## config.mk

```make
export PLATFORM = sky130hd
export DESIGN_NAME = multi_sensor_poll_scheduler_unit
export DESIGN_NICKNAME = d
export VERILOG_FILES = /design/src/design/msps_pkg.sv /design/src/design/msps_age_unit.sv /design/src/design/msps_emitter.sv /design/src/design/multi_sensor_poll_scheduler_unit.sv
export SDC_FILE = /design/constraint.sdc
export NUM_CORES = 1
export LEC_CHECK = 0
export BUFFER_PORTS_ARGS = -buffer_cell sky130_fd_sc_hd__buf_2
export CAP_MARGIN = 10
export CORE_MARGIN = 5
export CORE_UTILIZATION = 35
export CTS_CLUSTER_DIAMETER = 120
export DETAILED_ROUTE_END_ITERATION = 10
export GPL_TIMING_DRIVEN = 1
export PLACE_DENSITY = 0.52
export SLEW_MARGIN = 20
export SYNTH_ARGS = -nofsm -noshare
export SYNTH_HDL_FRONTEND = slang
export SYNTH_SLANG_ARGS = --single-unit
```

## constraint.sdc

```tcl
create_clock -name clk -period 11.4 [get_ports clk]
set_input_delay 0.57 -clock clk [delete_from_list [all_inputs] [get_ports clk]]
set_output_delay 0.57 -clock clk [all_outputs]
set_load 0.005 [all_outputs]
```

## src/design/msps_pkg.sv

```systemverilog
// msps_pkg: shared types, codes and sizing for the sensor poll scheduler.
// No dependencies; imported by every module of the block.
package msps_pkg;

  // Slot count and derived widths.
  localparam int SLOTS        = 4;
  localparam int RES_N        = (SLOTS > 2) ? SLOTS : 2;   // result entries per item
  localparam int SLOT_W       = $clog2(RES_N);
  localparam int NUM_INTERVALS = 4;
  localparam int IVAL_IDX_W   = 2;
  localparam int CFG_IDX_W    = 3;
  localparam int CFG_DATA_W   = 16;

  // Register reset values.
  localparam logic [15:0] TIMEOUT_RST    = 16'd500;
  localparam logic [3:0]  MAX_ERRORS_RST = 4'd3;
  localparam logic [3:0]  ERR_SAT        = 4'd15;

  typedef enum logic [2:0] {
    M_TICK   = 3'd0,
    M_DONE   = 3'd1,
    M_READ   = 3'd2,
    M_START  = 3'd3,
    M_STOP   = 3'd4,
    M_RESET  = 3'd5,
    M_REJECT = 3'd6
  } mode_t;

  typedef enum logic [2:0] {
    K_ARM     = 3'd0,
    K_DATA    = 3'd1,
    K_FAIL    = 3'd2,
    K_TIMEOUT = 3'd3,
    K_OK      = 3'd4,
    K_NODEV   = 3'd5,
    K_BUSY    = 3'd6
  } kind_t;

  typedef enum logic [2:0] {
    CFG_SLOT_COUNT = 3'd0,
    CFG_TIMEOUT    = 3'd1,
    CFG_MAX_ERRORS = 3'd2,
    CFG_INTERVAL_0 = 3'd3,
    CFG_INTERVAL_1 = 3'd4,
    CFG_INTERVAL_2 = 3'd5,
    CFG_INTERVAL_3 = 3'd6
  } cfg_reg_t;

  typedef enum logic [1:0] {
    S_IDLE,
    S_SCAN,
    S_CMD,
    S_POST
  } state_t;

  typedef struct packed {
    logic [2:0]  mode;
    logic [2:0]  slot;
    logic [31:0] now_ms;
    logic        status_ok;
  } item_t;

  typedef struct packed {
    logic [2:0] kind;
    logic [1:0] slot_out;
    logic       last;
  } result_t;

  // Results collected for one item, handed to the emitter in one go.
  typedef struct packed {
    logic [RES_N-1:0]       mask;
    logic [RES_N-1:0][2:0]  kind;
    logic [RES_N-1:0][1:0]  slot;
  } batch_t;

  // Age compare outcome from the shared time unit.
  typedef struct packed {
    logic timed_out;  // age >  timeout
    logic elapsed;    // age >= interval
  } age_cmp_t;

  function automatic logic [3:0] err_sat_inc(input logic [3:0] cnt);
    logic [3:0] r;
    r = (cnt < ERR_SAT) ? cnt + 4'd1 : cnt;
    return r;
  endfunction

endpackage

```

## src/design/msps_age_unit.sv

```systemverilog
// msps_age_unit: shared wrapping age subtract with timeout and interval compares.
// Depends on msps_pkg.
module msps_age_unit (
  input  logic [31:0]       now_ms,
  input  logic [31:0]       arm_time,
  input  logic [15:0]       timeout,
  input  logic [15:0]       interval,
  output msps_pkg::age_cmp_t cmp
);
  import msps_pkg::*;

  logic [31:0] age;

  // Modulo 2^32 difference.
  assign age           = now_ms - arm_time;
  assign cmp.timed_out = age > 32'(timeout);
  assign cmp.elapsed   = age >= 32'(interval);

endmodule

```

## src/design/msps_emitter.sv

```systemverilog
// msps_emitter: drains one item's result batch through the output register.
// Depends on msps_pkg.
module msps_emitter (
  input  logic              clk,
  input  logic              rst,
  input  logic              load,
  input  msps_pkg::batch_t  batch,
  output logic              busy,
  output logic              result_valid,
  input  logic              result_stall,
  output msps_pkg::result_t result
);
  import msps_pkg::*;

  logic [RES_N-1:0]      mask;
  logic [RES_N-1:0][2:0] kind;
  logic [RES_N-1:0][1:0] slot;
  logic [SLOT_W-1:0]     pick;
  logic                  found;
  logic [RES_N-1:0]      mask_rest;
  logic                  out_free;
  logic                  fire;

  // Lowest pending entry goes first.
  always_comb begin
    pick  = '0;
    found = 1'b0;
    for (int i = 0; i < RES_N; i++) begin
      if (mask[i] && !found) begin
        pick  = SLOT_W'(i);
        found = 1'b1;
      end
    end
    mask_rest       = mask;
    mask_rest[pick] = 1'b0;
  end

  assign busy     = |mask;
  assign out_free = !result_valid || !result_stall;
  assign fire     = busy && out_free && !load;

  always_ff @(posedge clk) begin
    if (rst) begin
      mask         <= '0;
      result_valid <= 1'b0;
    end else begin
      if (fire) begin
        result_valid <= 1'b1;
      end else if (!result_stall) begin
        result_valid <= 1'b0;
      end
      if (load) begin
        mask <= batch.mask;
      end else if (fire) begin
        mask <= mask_rest;
      end
    end
  end

  always_ff @(posedge clk) begin
    if (load) begin
      kind <= batch.kind;
      slot <= batch.slot;
    end
    if (fire) begin
      result.kind     <= kind[pick];
      result.slot_out <= slot[pick];
      result.last     <= ~|mask_rest;
    end
  end

endmodule

```

## src/design/multi_sensor_poll_scheduler_unit.sv

```systemverilog
// multi_sensor_poll_scheduler_unit: top level of the per-slot sensor read scheduler.
// Depends on msps_pkg, msps_age_unit and msps_emitter.
//
//   channel  | signals                          | payload
//   ---------+----------------------------------+-----------------------------------
//   item     | item_valid, item_stall           | item_t: mode, slot, now_ms, status_ok
//   result   | result_valid, result_stall       | result_t: kind, slot_out, last
//   cfg      | cfg_valid, cfg_ready             | cfg_index, cfg_data
//
// A tick latches the item, walks the slots one by one through the shared age unit
// (S_SCAN), then posts its batch (S_POST); results then leave one per cycle while
// the output is not stalled. A command goes through S_CMD and S_POST, then its results.
// item_stall stays high until the last result of the transaction is in the output
// register, so the next transaction overlaps with a waiting result.
// Synchronous reset clears all slot state and loads register reset values.
// cfg_ready is always high; configuration is to be written only while idle, which the block itself does not enforce.
module multi_sensor_poll_scheduler_unit (
  input  logic                                clk,
  input  logic                                rst,
  input  logic                                item_valid,
  output logic                                item_stall,
  input  msps_pkg::item_t                     item,
  output logic                                result_valid,
  input  logic                                result_stall,
  output msps_pkg::result_t                   result,
  input  logic                                cfg_valid,
  output logic                                cfg_ready,
  input  logic [msps_pkg::CFG_IDX_W-1:0]      cfg_index,
  input  logic [msps_pkg::CFG_DATA_W-1:0]     cfg_data
);
  import msps_pkg::*;

  // Configuration registers.
  logic [2:0]  slot_count;
  logic [15:0] timeout;
  logic [3:0]  max_errors;
  logic [15:0] interval [NUM_INTERVALS];
  logic [2:0]  ival_off;

  // Slot state.
  logic        pending     [SLOTS];
  logic        streaming   [SLOTS];
  logic [3:0]  err_cnt     [SLOTS];
  logic [31:0] arm_time    [SLOTS];

  // Sequencer.
  state_t            state, state_next;
  item_t             item_q;
  logic [SLOT_W-1:0] idx;
  batch_t            batch;
  logic              accept;
  logic              emit_busy;
  logic              batch_load;

  // Per-step slot update.
  logic [2:0]        active;
  logic              in_range;
  logic [SLOT_W-1:0] sel;
  logic              cur_pend, cur_strm;
  logic [3:0]        cur_err, err_inc;
  logic              err_stop;
  age_cmp_t          cmp;
  logic              upd;
  logic              new_pend, new_strm;
  logic [3:0]        new_err;
  logic              set_time;
  logic              lo_v, hi_v;
  kind_t             lo_k, hi_k;
  logic [SLOT_W-1:0] lo_pos;
  logic [1:0]        ent_slot;

  assign cfg_ready  = 1'b1;
  assign item_stall = (state != S_IDLE) || emit_busy;
  assign accept     = item_valid && !item_stall;
  assign batch_load = (state == S_POST);

  // ---------------- configuration ----------------
  assign ival_off = cfg_index - CFG_INTERVAL_0;

  always_ff @(posedge clk) begin
    if (rst) begin
      slot_count <= '0;
      timeout    <= TIMEOUT_RST;
      max_errors <= MAX_ERRORS_RST;
      for (int i = 0; i < NUM_INTERVALS; i++) begin
        interval[i] <= '0;
      end
    end else if (cfg_valid && cfg_ready) begin
      unique case (cfg_index) inside
        CFG_SLOT_COUNT: slot_count <= cfg_data[2:0];
        CFG_TIMEOUT:    timeout    <= cfg_data;
        CFG_MAX_ERRORS: max_errors <= cfg_data[3:0];
        [CFG_INTERVAL_0:CFG_INTERVAL_3]: begin
          interval[ival_off[IVAL_IDX_W-1:0]] <= cfg_data;
        end
        default: ;  // index beyond the register list
      endcase
    end
  end

  // ---------------- sequencer ----------------
  always_ff @(posedge clk) begin
    if (rst) begin
      state <= S_IDLE;
    end else begin
      state <= state_next;
    end
  end

  always_comb begin
    state_next = state;
    unique case (state)
      S_IDLE: begin
        if (accept) begin
          state_next = (item.mode == M_TICK) ? S_SCAN : S_CMD;
        end
      end
      S_SCAN: begin
        if (idx == SLOT_W'(SLOTS - 1)) begin
          state_next = S_POST;
        end
      end
      S_CMD:  state_next = S_POST;
      S_POST: state_next = S_IDLE;
      default: state_next = S_IDLE;
    endcase
  end

  always_ff @(posedge clk) begin
    if (accept) begin
      item_q <= item;
    end
  end

  always_ff @(posedge clk) begin
    if (rst) begin
      idx <= '0;
    end else if (accept) begin
      idx <= '0;
    end else if (state == S_SCAN) begin
      idx <= idx + 1'b1;
    end
  end

  // ---------------- slot evaluation ----------------
  // Oversized slot_count clamps to the slot array size.
  assign active   = (slot_count > 3'(SLOTS)) ? 3'(SLOTS) : slot_count;
  assign in_range = item_q.slot < active;
  assign sel      = (state == S_SCAN) ? idx : item_q.slot[SLOT_W-1:0];
  assign cur_pend = pending[sel];
  assign cur_strm = streaming[sel];
  assign cur_err  = err_cnt[sel];
  assign err_inc  = err_sat_inc(cur_err);
  assign err_stop = err_inc >= max_errors;
  assign ent_slot = (state == S_SCAN) ? 2'(idx) : item_q.slot[1:0];

  msps_age_unit u_age (
    .now_ms   (item_q.now_ms),
    .arm_time (arm_time[sel]),
    .timeout  (timeout),
    .interval (interval[IVAL_IDX_W'(sel)]),
    .cmp      (cmp)
  );

  always_comb begin
    upd      = 1'b0;
    new_pend = cur_pend;
    new_strm = cur_strm;
    new_err  = cur_err;
    set_time = 1'b0;
    lo_v     = 1'b0;
    lo_k     = K_ARM;
    hi_v     = 1'b0;
    hi_k     = K_OK;
    lo_pos   = '0;
    if (state == S_SCAN) begin
      lo_pos = idx;
      if (3'(idx) < active) begin
        if (cur_pend && cmp.timed_out) begin
          upd      = 1'b1;
          new_pend = 1'b0;
          new_err  = err_inc;
          new_strm = cur_strm && !err_stop;
          lo_v     = 1'b1;
          lo_k     = K_TIMEOUT;
        end else if (cur_strm && !cur_pend && cmp.elapsed) begin
          upd      = 1'b1;
          new_pend = 1'b1;
          set_time = 1'b1;
          lo_v     = 1'b1;
          lo_k     = K_ARM;
        end
      end
    end else if (state == S_CMD) begin
      if (item_q.mode == M_REJECT) begin
        if (in_range) begin
          upd      = 1'b1;
          new_pend = 1'b0;
        end
      end else if (item_q.mode == M_TICK || item_q.mode > M_REJECT) begin
        upd = 1'b0;  // unused mode: nothing happens
      end else if (!in_range) begin
        hi_v = 1'b1;
        hi_k = K_NODEV;
      end else begin
        upd  = 1'b1;
        hi_v = 1'b1;
        case (item_q.mode)
          M_DONE: begin
            new_pend = 1'b0;
            if (item_q.status_ok) begin
              new_err = '0;
              hi_k    = K_DATA;
            end else begin
              new_err  = err_inc;
              new_strm = cur_strm && !err_stop;
              hi_k     = K_FAIL;
            end
          end
          M_READ: begin
            if (cur_pend) begin
              hi_k = K_BUSY;
            end else begin
              new_pend = 1'b1;
              set_time = 1'b1;
              lo_v     = 1'b1;
            end
          end
          M_START: begin
            new_strm = 1'b1;
            if (!cur_pend) begin
              new_pend = 1'b1;
              set_time = 1'b1;
              lo_v     = 1'b1;
            end
          end
          M_STOP: new_strm = 1'b0;
          default: begin
            // slot reset
            new_err  = '0;
            new_pend = 1'b0;
            new_strm = 1'b0;
          end
        endcase
      end
    end
  end

  always_ff @(posedge clk) begin
    if (rst) begin
      for (int i = 0; i < SLOTS; i++) begin
        pending[i]   <= 1'b0;
        streaming[i] <= 1'b0;
        err_cnt[i]   <= '0;
        arm_time[i]  <= '0;
      end
    end else if (upd) begin
      pending[sel]   <= new_pend;
      streaming[sel] <= new_strm;
      err_cnt[sel]   <= new_err;
      if (set_time) begin
        arm_time[sel] <= item_q.now_ms;
      end
    end
  end

  // Result batch: scan fills one entry per slot; commands use entry 0 for the
  // arm request and entry 1 for the answer.
  always_ff @(posedge clk) begin
    for (int i = 0; i < RES_N; i++) begin
      if (rst || accept) begin
        batch.mask[i] <= 1'b0;
      end else if (lo_v && (lo_pos == SLOT_W'(i))) begin
        batch.mask[i] <= 1'b1;
        batch.kind[i] <= lo_k;
        batch.slot[i] <= ent_slot;
      end else if (hi_v && (i == 1)) begin
        batch.mask[i] <= 1'b1;
        batch.kind[i] <= hi_k;
        batch.slot[i] <= ent_slot;
      end
    end
  end

  msps_emitter u_emit (
    .clk          (clk),
    .rst          (rst),
    .load         (batch_load),
    .batch        (batch),
    .busy         (emit_busy),
    .result_valid (result_valid),
    .result_stall (result_stall),
    .result       (result)
  );

`ifndef SYNTH
  // A no-device answer is always the only result of its transaction.
  a_nodev_last: assert property (@(posedge clk) disable iff (rst)
    result_valid && (result.kind == K_NODEV) |-> result.last)
    else $error("no-device result without last");

  // A tick goes to the slot walk, every other mode to the command step.
  a_dispatch: assert property (@(posedge clk) disable iff (rst)
    accept |=> ((state == S_SCAN) == (item_q.mode == M_TICK)))
    else $error("item dispatched to wrong step");

  // A new batch never lands on one still draining.
  a_load_idle: assert property (@(posedge clk) disable iff (rst)
    batch_load |-> !emit_busy)
    else $error("batch loaded while emitter busy");

  // The walk ends at the last slot, and the batch posts in the next cycle.
  a_scan_end: assert property (@(posedge clk) disable iff (rst)
    (state == S_SCAN) && (idx == SLOT_W'(SLOTS - 1)) |=> batch_load)
    else $error("slot walk did not post its batch");
`endif

endmodule

```

* After elaboration in Yosys (flattened, before gate mapping) *
Memory sizes are Yosys's and may differ from the RTL's.
Cells that the tools add are included.

operators by class
  divide/modulo/power cells = 0
  multipliers = 0
  order comparisons = 12
  eq/ne operators = 17
  reductions and logical operators = 56
  mux-type cells = 119
  add/subtract/negate cells = 4
  shift operators = 0
  bitwise logic cells = 3

operator list
  kind                                                             count
  1-bit 2-to-1 mux                                                 68
  4-bit 2-to-1 mux                                                 12
  2-bit 2-to-1 mux                                                 20
  32-bit by 16-bit greater-or-equal comparator with 1-bit output   1
  32-bit by 16-bit greater-than comparator with 1-bit output       1
  32-bit 2-to-1 mux                                                1
  32-bit OR reduction                                              1
  32-bit subtractor                                                1
  3-bit 2-to-1 mux                                                 9
  1-bit logical AND                                                16
  16-bit 2-to-1 mux                                                1
  2-bit AND reduction                                              8
  16-bit OR reduction                                              1
  4-bit OR reduction                                               3
  2-bit == test, second input constant                             5
  1-bit zero test                                                  10
  3-bit by 2-bit == test with 1-bit output, second input constant  3
  3-bit zero test                                                  3
  2-bit case mux with 4 select lines                               1
  4-bit case mux with 2 select lines                               1
  3-bit binary-select mux with 2-bit select                        1
  3-bit by 1-bit == test with 1-bit output, second input constant  2
  3-bit == test, second input constant                             2
  3-bit greater-than comparator, second input constant             2
  28 further kinds                                                 38

storage, ports and cells
  bits in read-only memories = 0
  bits of input ports = 63
  register bits = 121
  logic and storage cells = 250
  memories kept = 5
  output and inout bits = 9
  RAM bits = 216
  bits in latches = 0

memory list
  memory     depth  width  rd ports  clocked after Yosys merged registers in  write ports  RTL line                                source
  arm_time   4      32     1         0                                        4            multi_sensor_poll_scheduler_unit.sv:44  logic [31:0] arm_time [SLOTS];
  interval   4      16     1         0                                        4            multi_sensor_poll_scheduler_unit.sv:37  logic [15:0] interval [NUM_INTERVALS];
  err_cnt    4      4      1         0                                        4            multi_sensor_poll_scheduler_unit.sv:43  logic [3:0] err_cnt [SLOTS];
  pending    4      1      1         0                                        4            multi_sensor_poll_scheduler_unit.sv:41  logic pending [SLOTS];
  streaming  4      1      1         0                                        4            multi_sensor_poll_scheduler_unit.sv:42  logic streaming [SLOTS];

* Depth between registers and ports, before layout *
Gate-level depths: netlist (run 1).

  depth in word-level cells = 18
  depth in mapped cells = 34
  mapped depth without buffers = 27

* Cells and area by module *
From an unflattened synthesis (run 1), not the netlist that was laid out.

unflattened totals
  cells, all modules = 1672
  area, all modules = 17725.8 µm²

modules (own cells, without submodules)
  module                            cells an instance  times used  seq. area each (µm²)  area an instance (µm²)
  multi_sensor_poll_scheduler_unit  1176               1           8698.3                13573.0
  msps_age_unit                     416                1           0.0                   2927.8
  msps_emitter                      80                 1           880.8                 1224.9

* Worst setup path after synthesis (run 1) *
No wires, ideal clock.

  path type = flip-flop to flip-flop
  start = register state[1]
  end = memory arm_time[3][0], enable pin
  required time = 10930 ps
  buffers on the path = 5
  stages on the path, launching flop included = 26
  library setup time = 470 ps
  arrival = 7605 ps
  setup slack = 3325 ps
  period minus slack after synthesis = 8075 ps
  cell sequence = dfxtp_1 inv_1 ha_1 inv_2 buf_2 a21boi_1 inv_1 clkbuf_1 clkbuf_1 buf_1 mux4_2 inv_1 ha_1 a21o_1 a221oi_2 or3_1 nand3_2 xor2_1 ha_1 o2111ai_1 a211oi_1 nor2_1 a31oi_2 nor2_2 buf_2 o31ai_1

RTL lines
  element                   RTL line                                 source
  start: declaration        multi_sensor_poll_scheduler_unit.sv:47   state_t state, state_next;
  start signal: assignment  multi_sensor_poll_scheduler_unit.sv:106  state <= state_next;
  end: declaration          multi_sensor_poll_scheduler_unit.sv:44

==> results of run 1 <==
[synthesized netlist by cell type, types with 15 or more instances]
library cell,count
edfxtp_1,289
nor2_1,138
nand2_1,137
inv_1,83
ha_1,79
a21oi_1,72
and2_1,71
mux4_2,54
o21ai_0,50
clkbuf_1,44
nor3_1,44
nor3_2,40
dfxtp_1,36
a21o_1,20
nand3_1,20
o211ai_1,15
xnor2_1,15
[per-layer routing]
metal  track usage, %  up-vias
met5                0        -
met1            21.60     5599
li1                 -     5353
met4            4.717        0
met2            26.93      258
met3            2.430       60
[through the flow]
| stage | setup WS (ns) | util [%] | power, uW |
|---|---|---|---|
| after floorplan | 3.325 | - | 2608 |
| after global placement | 3.401 | 37.49 | 3061 |
| after detailed placement | 3.261 | 37.49 | 3064 |
| after CTS | 3.207 | 40.09 | 4308 |
| after global routing | 2.596 | 40.10 | 4540 |
| final | 3.291 | 40.10 | 4264 |
[sequential cells by signal, summed over array words and instances, names as in the netlist, 3 cells and up]
| register | flops |
|---|---|
| pending | 4 |
| streaming | 4 |
| interval | 64 |
| u_emit.mask | 4 |
| slot_count | 3 |
| max_errors | 4 |
| batch | 18 |
| item_q | 39 |
| timeout | 16 |
| u_emit.kind | 6 |
| u_emit.result | 6 |
| arm_time | 128 |
| u_emit.slot | 8 |
| err_cnt | 16 |
[logic make-up after synthesis]
| group | Yosys count | share of synthesized area (%) |
|---|---|---|
| xor+xnor | 23 | 1.193 |
| flops | 325 | 55.66 |
| buf+inv | 156 | 4.023 |
| simple gates | 523 | 15.95 |
| compound gates | 244 | 9.551 |
| fa+ha+maj | 81 | 6.031 |
| other cells | 1 | 0.02221 |
| mux | 60 | 7.565 |
[power by group through the flow]
stage,sequential (uW),combinational [uW],clock (uW)
after global placement,1480,1580,0
final,1450,1590,1220
after floorplan,1450,1160,0
after CTS,1450,1600,1250
after detailed placement,1480,1590,0
after global routing,1460,1780,1300
[cells in the final DEF, fill, tap and decap left out, drive strengths merged, types with 6 or more instances in the layout]
master and n:
nand2b 14, inv 88, o21bai 6, and2 73, o21a 6, a211oi 6
nor2 139, nand4 14, a31oi 9, a21oi 72, buf 90, nand3 21
or2 6, edfxtp 289, a21o 20, clkbuf 53, xor2 8, ha 79
o31ai 10, dfxtp 36, nor2b 8, xnor2 15, or3 6, mux4 54
nand2 137, o21ai 57, clkinv 9, o211ai 15, nor3 84
[path summary, 6_finish.rpt]
kind	startpoint	to	cells after the start
worst max-delay path	state[1]$_SDFFE_PP0P_	arm_time[3][14]$_DFFE_PP_	21
worst min-delay path	item[0]	item_q[0]$_DFFE_PP_	1
worst max register to register	state[1]$_SDFFE_PP0P_	arm_time[3][14]$_DFFE_PP_	21
worst min register to register	batch[5]$_DFFE_PP_	u_emit.slot[5]$_DFFE_PP_	0
[worst max-delay path, delay by kind of cell (launching register included)]
kind,cells,cell delay (ns)
flops,1,0.34
compound gates,4,1.73
xor+xnor,1,0.16
buf+inv,7,2.47
simple gates,6,1.76
fa+ha+maj,2,0.94
mux,1,0.30
[final cells by class]
class,instances,area [um2]
repair buffers,90,500.5
clock buffers,53,1081
clock inverters,16,161.4
inverters,87,329.1
multi-input cells,932,6905
well taps,615,769.5
flip-flops and latches,325,9399
fillers,4507,28600
==> impl_metrics.yaml, run 1 <==
logic_synthesis:
  synth_edf_count: 289
  synth.distinct_cells: 81
  yosysWarnings: 0
  synthTopCellsByArea: "edfxtp_1 (51%), mux4_2 (7.2%), ha_1 (5.9%)"
  yosysSeqAreaShare_pct: 55.66
  synth_top_area_share_pct: 51.39
  synth_top_area_cell: "edfxtp_1"
  synth-seq-cells: 325
  synthFlopType: "edfxtp_1"
  async_flop_share_pct: 0
  netlist_area_mm2: 0.01689
  avgSynthCellArea_um2: 11.95
  synth_nets: 1556
  netlist_instances: 1413
power_and_ir_drop:
  p_leak_uw: 0.006881
  power_frac_seq_pct: 34.1
  power.internal_uw: 2747
  irDropWorstVdd_mv: 0.1149
  p_sw_share_pct: 35.56
  power-per-cell-area_mw_per_mm2: 222.7
  p_clk_share_pct: 28.6
  pwr-share-comb_pct: 37.3
  switchingPower_uw: 1516
cts:
  post_cts_hold_buffer_count: 0
  clockBufferDepth: 3
  cts_tree: "yes"
  cts_setup_buffers: 0
  cts_htree_levels: 2
  cts_root_buffer: "clkbuf_16"
  cts.clk_slew.worst_paths_ns: 0.05
  clock_latency_ns: 0.55
  clock-sinks: 325
  cts_buffers: 39
  cts_resized: 0
floorplan:
  die_w_um: 229.7
  fp.dieH_um: 229.7
  die_area_mm2: 0.05274
  io_pins: 72
  fp-row-count: 80
  coreArea_mm2: 0.04775
  start_util_pct: 35.37
timing:
  drv_slew: 0
  finClkSkew_ns: 0.02199
  min_period_ns: 8.109
  worst_slew_pin_slew_ns: 1.053
  fin_crit_sh_pct: 71.13
  setup_viol: 0
  rsz0062_at_grt: "no"
  relSlewSlack_pct: 29.64
  max_freq_mhz: 123.3
  holdWs_ns: 0.2018
  fin_tns_setup_ns: 0
  hold_viol_final: 0
routing:
  routed_wl_mm: 42.50
  wl_per_cell_um: 20.07
  wl_met2_mm: 20.68
  postRouteAntennaNets: 0
  dr.pass1.iters: 6
  route.detailed.drc: 0
  routed_via_density: 5.321
  wl_met1_mm: 19.07
  highest_layer: "met4"
  num_vias: 11270
  drtIter0Drc: 853
  wl_met3_mm: 1.765
final_layout:
  diodes: 0
  finalNonFillerCells: 2118
  fin_area_mm2: 0.01915
  nets: 1618
  drive_gt1_share_pct: 18.16
  area_growth_pct: 13.38
critical_path:
  max_stage_delay_ns: 0.67
  cp.arrival_ns: 8.37
  cp_cell_sequence: "inv_1 -> ha_1 -> inv_2 -> a21boi_1 -> inv_2 -> buf_4 -> mux4_2 -> inv_1 -> ha_1 -> nand4_1 -> or4_1 -> o211ai_1 -> xor2_1 -> a2111oi_2 -> nand4_1 -> nor3_1 -> a31oi_2 -> nor2_4 -> buf_4 -> buf_4 -> nor2_1"
  worstSetupPathType: "flip-flop to flip-flop"
  cp_common_cell: "buf_4"
  cp_max_fo: 51
  start_kind: "flip-flop"
  cp-end-kind: "flip-flop"
  regToRegSetupSlack_ns: 3.29
  slowest_stage: "buf_4"
  required_ns: 11.66
place:
  dpl.hpwl_mm: 27.94
  place_congestion: 0.8676
  numPlacedInstances: 2049
  portBuffers: 70
  dpl-instance-area_mm2: 0.01790
grt:
  grt_max_degree: 53
  gr-total-overflow: 0
  grt_pass1_vias: 11560
  grt_pass1_wl_mm: 66.89
  antenna_found_initial: 0
  track_usage_pct: 16.01
status:
  outcome: "finished, final reports clean"
job:
  maxCapViolCount: 0
min_path:
  hold_class: "input port to flip-flop"
No activity file was read; power rests on OpenSTA's default activity.
==> inputs of run 2 (changes only) <==
Settings changed: PLACE_DENSITY 0.52 to 0.54.
Clock period 11.4 ns to 7.4 ns, I/O delays scaled along.
==> run 2 against run 1 <==
  * Routed wire length decreased by 1.0%
  * Largest cell class unchanged
  * Final area increased by 2.2%
  * Clock-buffer cell count decreased by 1
  * Flip-flop and latch count unchanged
  * Worst hold slack got worse by 0.18 ns
  * Non-clock buffer count increased by 45
  * Combinational power increased by 55%
  * Cell count increased by 2.1%
==> impl_metrics.yaml, run 2 (same netlist as run 1, synthesis figures left out) <==
timing:
  drv_slew: 0
  holdWs_ns: 0.02285
  hold_viol_final: 0
  finClkSkew_ns: 0.02306
  fin_crit_sh_pct: 91.48
  min_period_ns: 6.769
  setup_viol: 0
  worst_slew_pin_slew_ns: 1.058
  max_freq_mhz: 147.7
  rsz0062_at_grt: "no"
  relSlewSlack_pct: 29.36
cts:
  cts_buffers: 38
  clock_latency_ns: 0.54
  cts_htree_levels: 2
  cts_root_buffer: "clkbuf_16"
  cts.clk_slew.worst_paths_ns: 0.06
  cts_tree: "yes"
  clock-sinks: 325
  clockBufferDepth: 3
floorplan:
  start_util_pct: 35.37
  die_area_mm2: 0.05274
  die_w_um: 229.7
  io_pins: 72
  coreArea_mm2: 0.04775
  fp.dieH_um: 229.7
  fp-row-count: 80
critical_path:
  cp-endpoint: "err_cnt[1][1]$_SDFFCE_PN0P_"
  cp-end-kind: "flip-flop"
  max_stage_delay_ns: 0.62
  start_kind: "flip-flop"
  cp_cell_sequence: "ha_2 -> nand2_1 -> a21boi_4 -> inv_2 -> buf_4 -> mux4_2 -> inv_1 -> ha_1 -> nand4_1 -> or4_1 -> o211ai_1 -> xor2_1 -> a2111oi_2 -> nand4_1 -> or4b_4 -> o21ai_4 -> inv_4 -> o31ai_4 -> buf_4 -> nor2_1"
  slowest_stage: "or4b_4"
  cp_max_fo: 22
  worstSetupPathType: "flip-flop to flip-flop"
  cp.arrival_ns: 7.03
  required_ns: 7.66
  regToRegSetupSlack_ns: 0.63
  startpoint: "state[0]$_SDFFE_PP0P_"
  r2r-end: "err_cnt[1][1]$_SDFFCE_PN0P_"
  reg2regPathDepth: 20
  rr_startpoint: "state[0]$_SDFFE_PP0P_"
power_and_ir_drop:
  pwr-share-comb_pct: 37.6
  power_frac_seq_pct: 34.2
  p_sw_share_pct: 35.28
  power.internal_uw: 4234
  power-per-cell-area_mw_per_mm2: 334.3
  p_clk_share_pct: 28.2
  irDropWorstVdd_mv: 0.1483
  p_leak_uw: 0.007079
  switchingPower_uw: 2308
routing:
  drtIter0Drc: 786
  wl_met2_mm: 20.94
  wl_per_cell_um: 19.45
  wl_met3_mm: 1.861
  route.detailed.drc: 0
  num_vias: 11300
  wl_met1_mm: 18.41
  highest_layer: "met4"
  dr.pass1.iters: 5
  postRouteAntennaNets: 0
  routed_wl_mm: 42.06
  routed_via_density: 5.228
final_layout:
  seq_area_mm2: 0.009399
  nFillCells: 4495
  fin_area_mm2: 0.01957
  final_cell_mix: "edfxtp_1 (289), nor2_1 (138), nand2_1 (137), inv_1 (81), ha_1 (78)"
  final_common_cell: "edfxtp_1"
  area_growth_pct: 15.89
  final_util_pct: 40.99
  finalNonFillerCells: 2162
  nets: 1662
  top_register: "arm_time"
  diodes: 0
  drive_gt1_share_pct: 18.36
  multi_input_area_mm2: 0.006910
  largest_reg_flops: 128
  reg_top3: "arm_time: 128 flops, interval: 64 flops, item_q: 39 flops"
status:
  outcome: "finished, final reports clean"
grt:
  grt_max_degree: 55
  grt_pass1_vias: 11570
  gr-total-overflow: 0
  antenna_found_initial: 0
  grt_pass1_wl_mm: 66.34
  track_usage_pct: 15.78
min_path:
  hold_class: "input port to flip-flop"
place:
  dpl-instance-area_mm2: 0.01801
  portBuffers: 70
  place_congestion: 0.8627
  numPlacedInstances: 2060
  dpl.hpwl_mm: 28.52
job:
  maxCapViolCount: 0
## run 2: cell types whose count changed in the layout (fill, tap and decap cells not counted), moves of 2 or more
cell,previous run,this run
dlygate4sd3_1,0,34
buf_4,20,29
buf_12,0,2
clkbuf_16,41,39
clkbuf_8,1,3
## run 2: through the flow
stage,setup WS (ns),total power [uW],setup TNS (ns)
3_5_place_dp,0.3949,4716,0
6_report,0.6306,6542,0
2_1_floorplan,-0.5659,4019,-36.21
3_3_place_gp,0.4422,4707,0
5_1_grt,0.1991,6958,0
4_1_cts,0.3651,6609,0
## run 2: power by group through the flow
stage	clock network, uW	logic [uW]	registers, uW
after detailed placement	0	2440	2280
after global placement	0	2430	2280
after global routing	1970	2740	2250
final	1840	2460	2240
after floorplan	0	1790	2230
after CTS	1900	2470	2240
## run 2: per-layer routing
| metal | global-route usage (%) | vias to the layer above |
|---|---|---|
| met4 | 4.322 | 0 |
| met2 | 27.36 | 239 |
| met1 | 20.62 | 5587 |
| met3 | 2.578 | 52 |
| met5 | 0 | - |
| li1 | - | 5426 |
## run 2: layout make-up
cell class	instances	area share [%]
sequential	325	48.03
multi-input combinational	932	35.31
clock buffer	52	5.390
timing repair buffer	135	4.847
tap	615	3.932
inverter	87	1.682
clock inverter	16	0.8056
## run 2: worst max-delay path: cells and delay by family (launching register included)
kind	cells	cell delay (ns)
adders and majority gates	2	0.68
and+or+nand+nor	6	1.72
muxes	1	0.55
xor gates and xnor gates	1	0.17
buffers and inverters	5	1.43
DFF	1	0.39
AOI/OAI and AO/OA	5	1.51
## run 2: what timing repair did
| item | CTS | global route |
|---|---|---|
| hold buffers | 34 | 0 |
| buffers inserted | 0 | 0 |
| hold endpoints to repair | 34 | 0 |
| resized for setup | 0 | 2 |
| endpoints found under the setup margin | 0 | 24 |
## run 2: worst min path at each step
stage / startpoint / to / slack (ns) / cells past startpoint
after floorplan: batch[8]$_DFFE_PP_ / u_emit.kind[0]$_DFFE_PP_ / 0.40 / 0
after global placement: batch[1]$_DFFE_PP_ / u_emit.slot[1]$_DFFE_PP_ / 0.40 / 0
after detailed placement: batch[17]$_DFFE_PP_ / u_emit.kind[9]$_DFFE_PP_ / 0.41 / 0
after CTS: item[34] / item_q[34]$_DFFE_PP_ / 0.002 / 1
after global routing: item[34] / item_q[34]$_DFFE_PP_ / 0.008 / 1
final: item[34] / item_q[34]$_DFFE_PP_ / 0.02 / 1
==> inputs of run 3 (changes only) <==
Settings changed: PLACE_DENSITY 0.54 to 0.52.
Clock period 7.4 ns to 7.6 ns, I/O delays scaled along.
==> run 3 against run 2 <==
  * Highest routed layer unchanged
  * Die area did not move
  * Clock skew fell by 0.0040 ns
  * Sequential power fell by 3%
  * Register-to-register slack got worse by 0.04 ns
  * Flip-flop and latch count did not move
  * Global-route usage rose by 0.14 points
  * Cell count barely moved
  * Setup slack got worse by 0.044 ns
  * Via count barely moved
  * Largest cell class unchanged
  * Non-clock buffer count did not move
  * Clock power fell by 3%
==> impl_metrics.yaml, run 3 (same netlist as run 1, synthesis figures left out) <==
status:
  outcome: "finished, final reports clean"
cts:
  cts.clk_slew.worst_paths_ns: 0.06
  cts_tree: "yes"
  post_cts_hold_buffer_count: 36
  cts_buffers: 39
  cts_resized: 0
  cts_htree_levels: 2
  cts_root_buffer: "clkbuf_16"
  cts_setup_buffers: 0
  clock-sinks: 325
  clock_latency_ns: 0.55
  clockBufferDepth: 3
floorplan:
  io_pins: 72
  fp.dieH_um: 229.7
  die_w_um: 229.7
  die_area_mm2: 0.05274
  coreArea_mm2: 0.04775
  start_util_pct: 35.37
  fp-row-count: 80
timing:
  rsz0062_at_grt: "no"
  min_period_ns: 7.014
  finClkSkew_ns: 0.01911
  worst_slew_pin_slew_ns: 1.039
  relSlewSlack_pct: 30.57
  drv_slew: 0
  fin_crit_sh_pct: 92.29
  max_freq_mhz: 142.6
  holdWs_ns: 0.02868
  hold_viol_final: 0
  setup_viol: 0
place:
  portBuffers: 70
  place_congestion: 0.8632
  dpl.hpwl_mm: 28.43
routing:
  routed_via_density: 5.229
  routed_wl_mm: 42.10
  wl_per_cell_um: 19.47
  route.detailed.drc: 0
  drtIter0Drc: 699
  dr.pass1.iters: 6
  postRouteAntennaNets: 0
  num_vias: 11310
power_and_ir_drop:
  irDropWorstVdd_mv: 0.1603
  power-per-cell-area_mw_per_mm2: 325.0
  p_leak_uw: 0.007098
final_layout:
  nets: 1663
  drive_gt1_share_pct: 18.22
  diodes: 0
  final_util_pct: 41.09
  final_common_cell: "edfxtp_1"
  final_cell_mix: "edfxtp_1 (289), nor2_1 (137), nand2_1 (137), inv_1 (81), ha_1 (79)"
  largest_reg_flops: 128
  reg_top3: "arm_time: 128 flops, interval: 64 flops, item_q: 39 flops"
  top_register: "arm_time"
  area_growth_pct: 16.18
min_path:
  hold_class: "input port to flip-flop"
  holdPathStages: 1
  min_from: "item[22]"
critical_path:
  reg2regPathDepth: 21
  startpoint: "state[1]$_SDFFE_PP0P_"
  rr_startpoint: "state[1]$_SDFFE_PP0P_"
  worstSetupPathType: "flip-flop to flip-flop"
  cp-end-kind: "flip-flop"
  cp.arrival_ns: 7.25
  required_ns: 7.84
  cp_max_fo: 12
  start_kind: "flip-flop"
grt:
  grt_pass1_vias: 11600
  track_usage_pct: 15.93
  grt_pass1_wl_mm: 66.88
  antenna_found_initial: 0
  gr-total-overflow: 0
  grt_max_degree: 97
job:
  maxCapViolCount: 0
## run 3: cell types whose count changed in the layout (fill, tap and decap cells not counted), moves of 2 or more
cell and delta:
clkbuf_1 -6, buf_12 +4, buf_4 -6, clkinv_1 +6, dlygate4sd3_1 +2
## run 3: power breakdown
part	switching (uW)	total [uW]	internal (uW)
clock network	735	1790	1060
logic	1450	2400	951
registers	82.2	2180	2100
total	2270	6380	4110
## run 3: final timing paths
path / end / slack [ns]
hold / removal: item_q[22]$_DFFE_PP_ / 0.03
hold reg to reg: u_emit.slot[4]$_DFFE_PP_ / 0.42
setup reg to reg: batch[3]$_DFFE_PP_ / 0.59
setup / recovery: batch[3]$_DFFE_PP_ / 0.59
## run 3: worst max-delay path, stage by stage (launching register included)
cell	delay [ns]
dfxtp_1	0.37
inv_1	0.08
ha_1	0.28
nand2_1	0.16
a21boi_1	0.62
inv_2	0.32
mux4_2	0.31
ha_1	0.17
inv_1	0.05
fa_1	0.40
a21o_1	0.22
a221oi_2	0.38
nor2_1	0.11
a31oi_1	0.32
mux2_2	0.40
a2111oi_2	0.39
nand4_1	0.23
or4b_4	0.62
o21ai_4	0.25
inv_4	0.13
nor3_2	0.56
o31ai_1	0.32
## run 3: per-layer routing
metal,part of all wire [%],GRT usage (%)
met5,0,0
met4,2.9,5.055
met3,4.1,2.862
met2,48,26.52
met1,46,21.27
## run 3: stage by stage
step | cell area, um2 | std cells | setup TNS [ns] | total power, uW | worst slack [ns]
6_report | 19620 | 2163 | 0 | 6375 | 0.5863
5_1_grt | 19620 | 2163 | 0 | 6789 | 0.07433
4_1_cts | 19620 | 2163 | 0 | 6446 | 0.6072
3_5_place_dp | 18040 | 2058 | 0 | 4611 | 0.6401
3_3_place_gp | 18040 | 2058 | 0 | 4591 | 0.7969
2_1_floorplan | 16890 | 1413 | -23.41 | 3913 | -0.3659
## run 3: final cells by class
cell class | count | area, um2
clock buffer | 45 | 1018
clock inverter | 24 | 192.7
fill | 4443 | 28130
inverter | 87 | 329.1
multi-input combinational | 932 | 6905
sequential | 325 | 9399
tap | 615 | 769.5
timing repair buffer | 135 | 1003
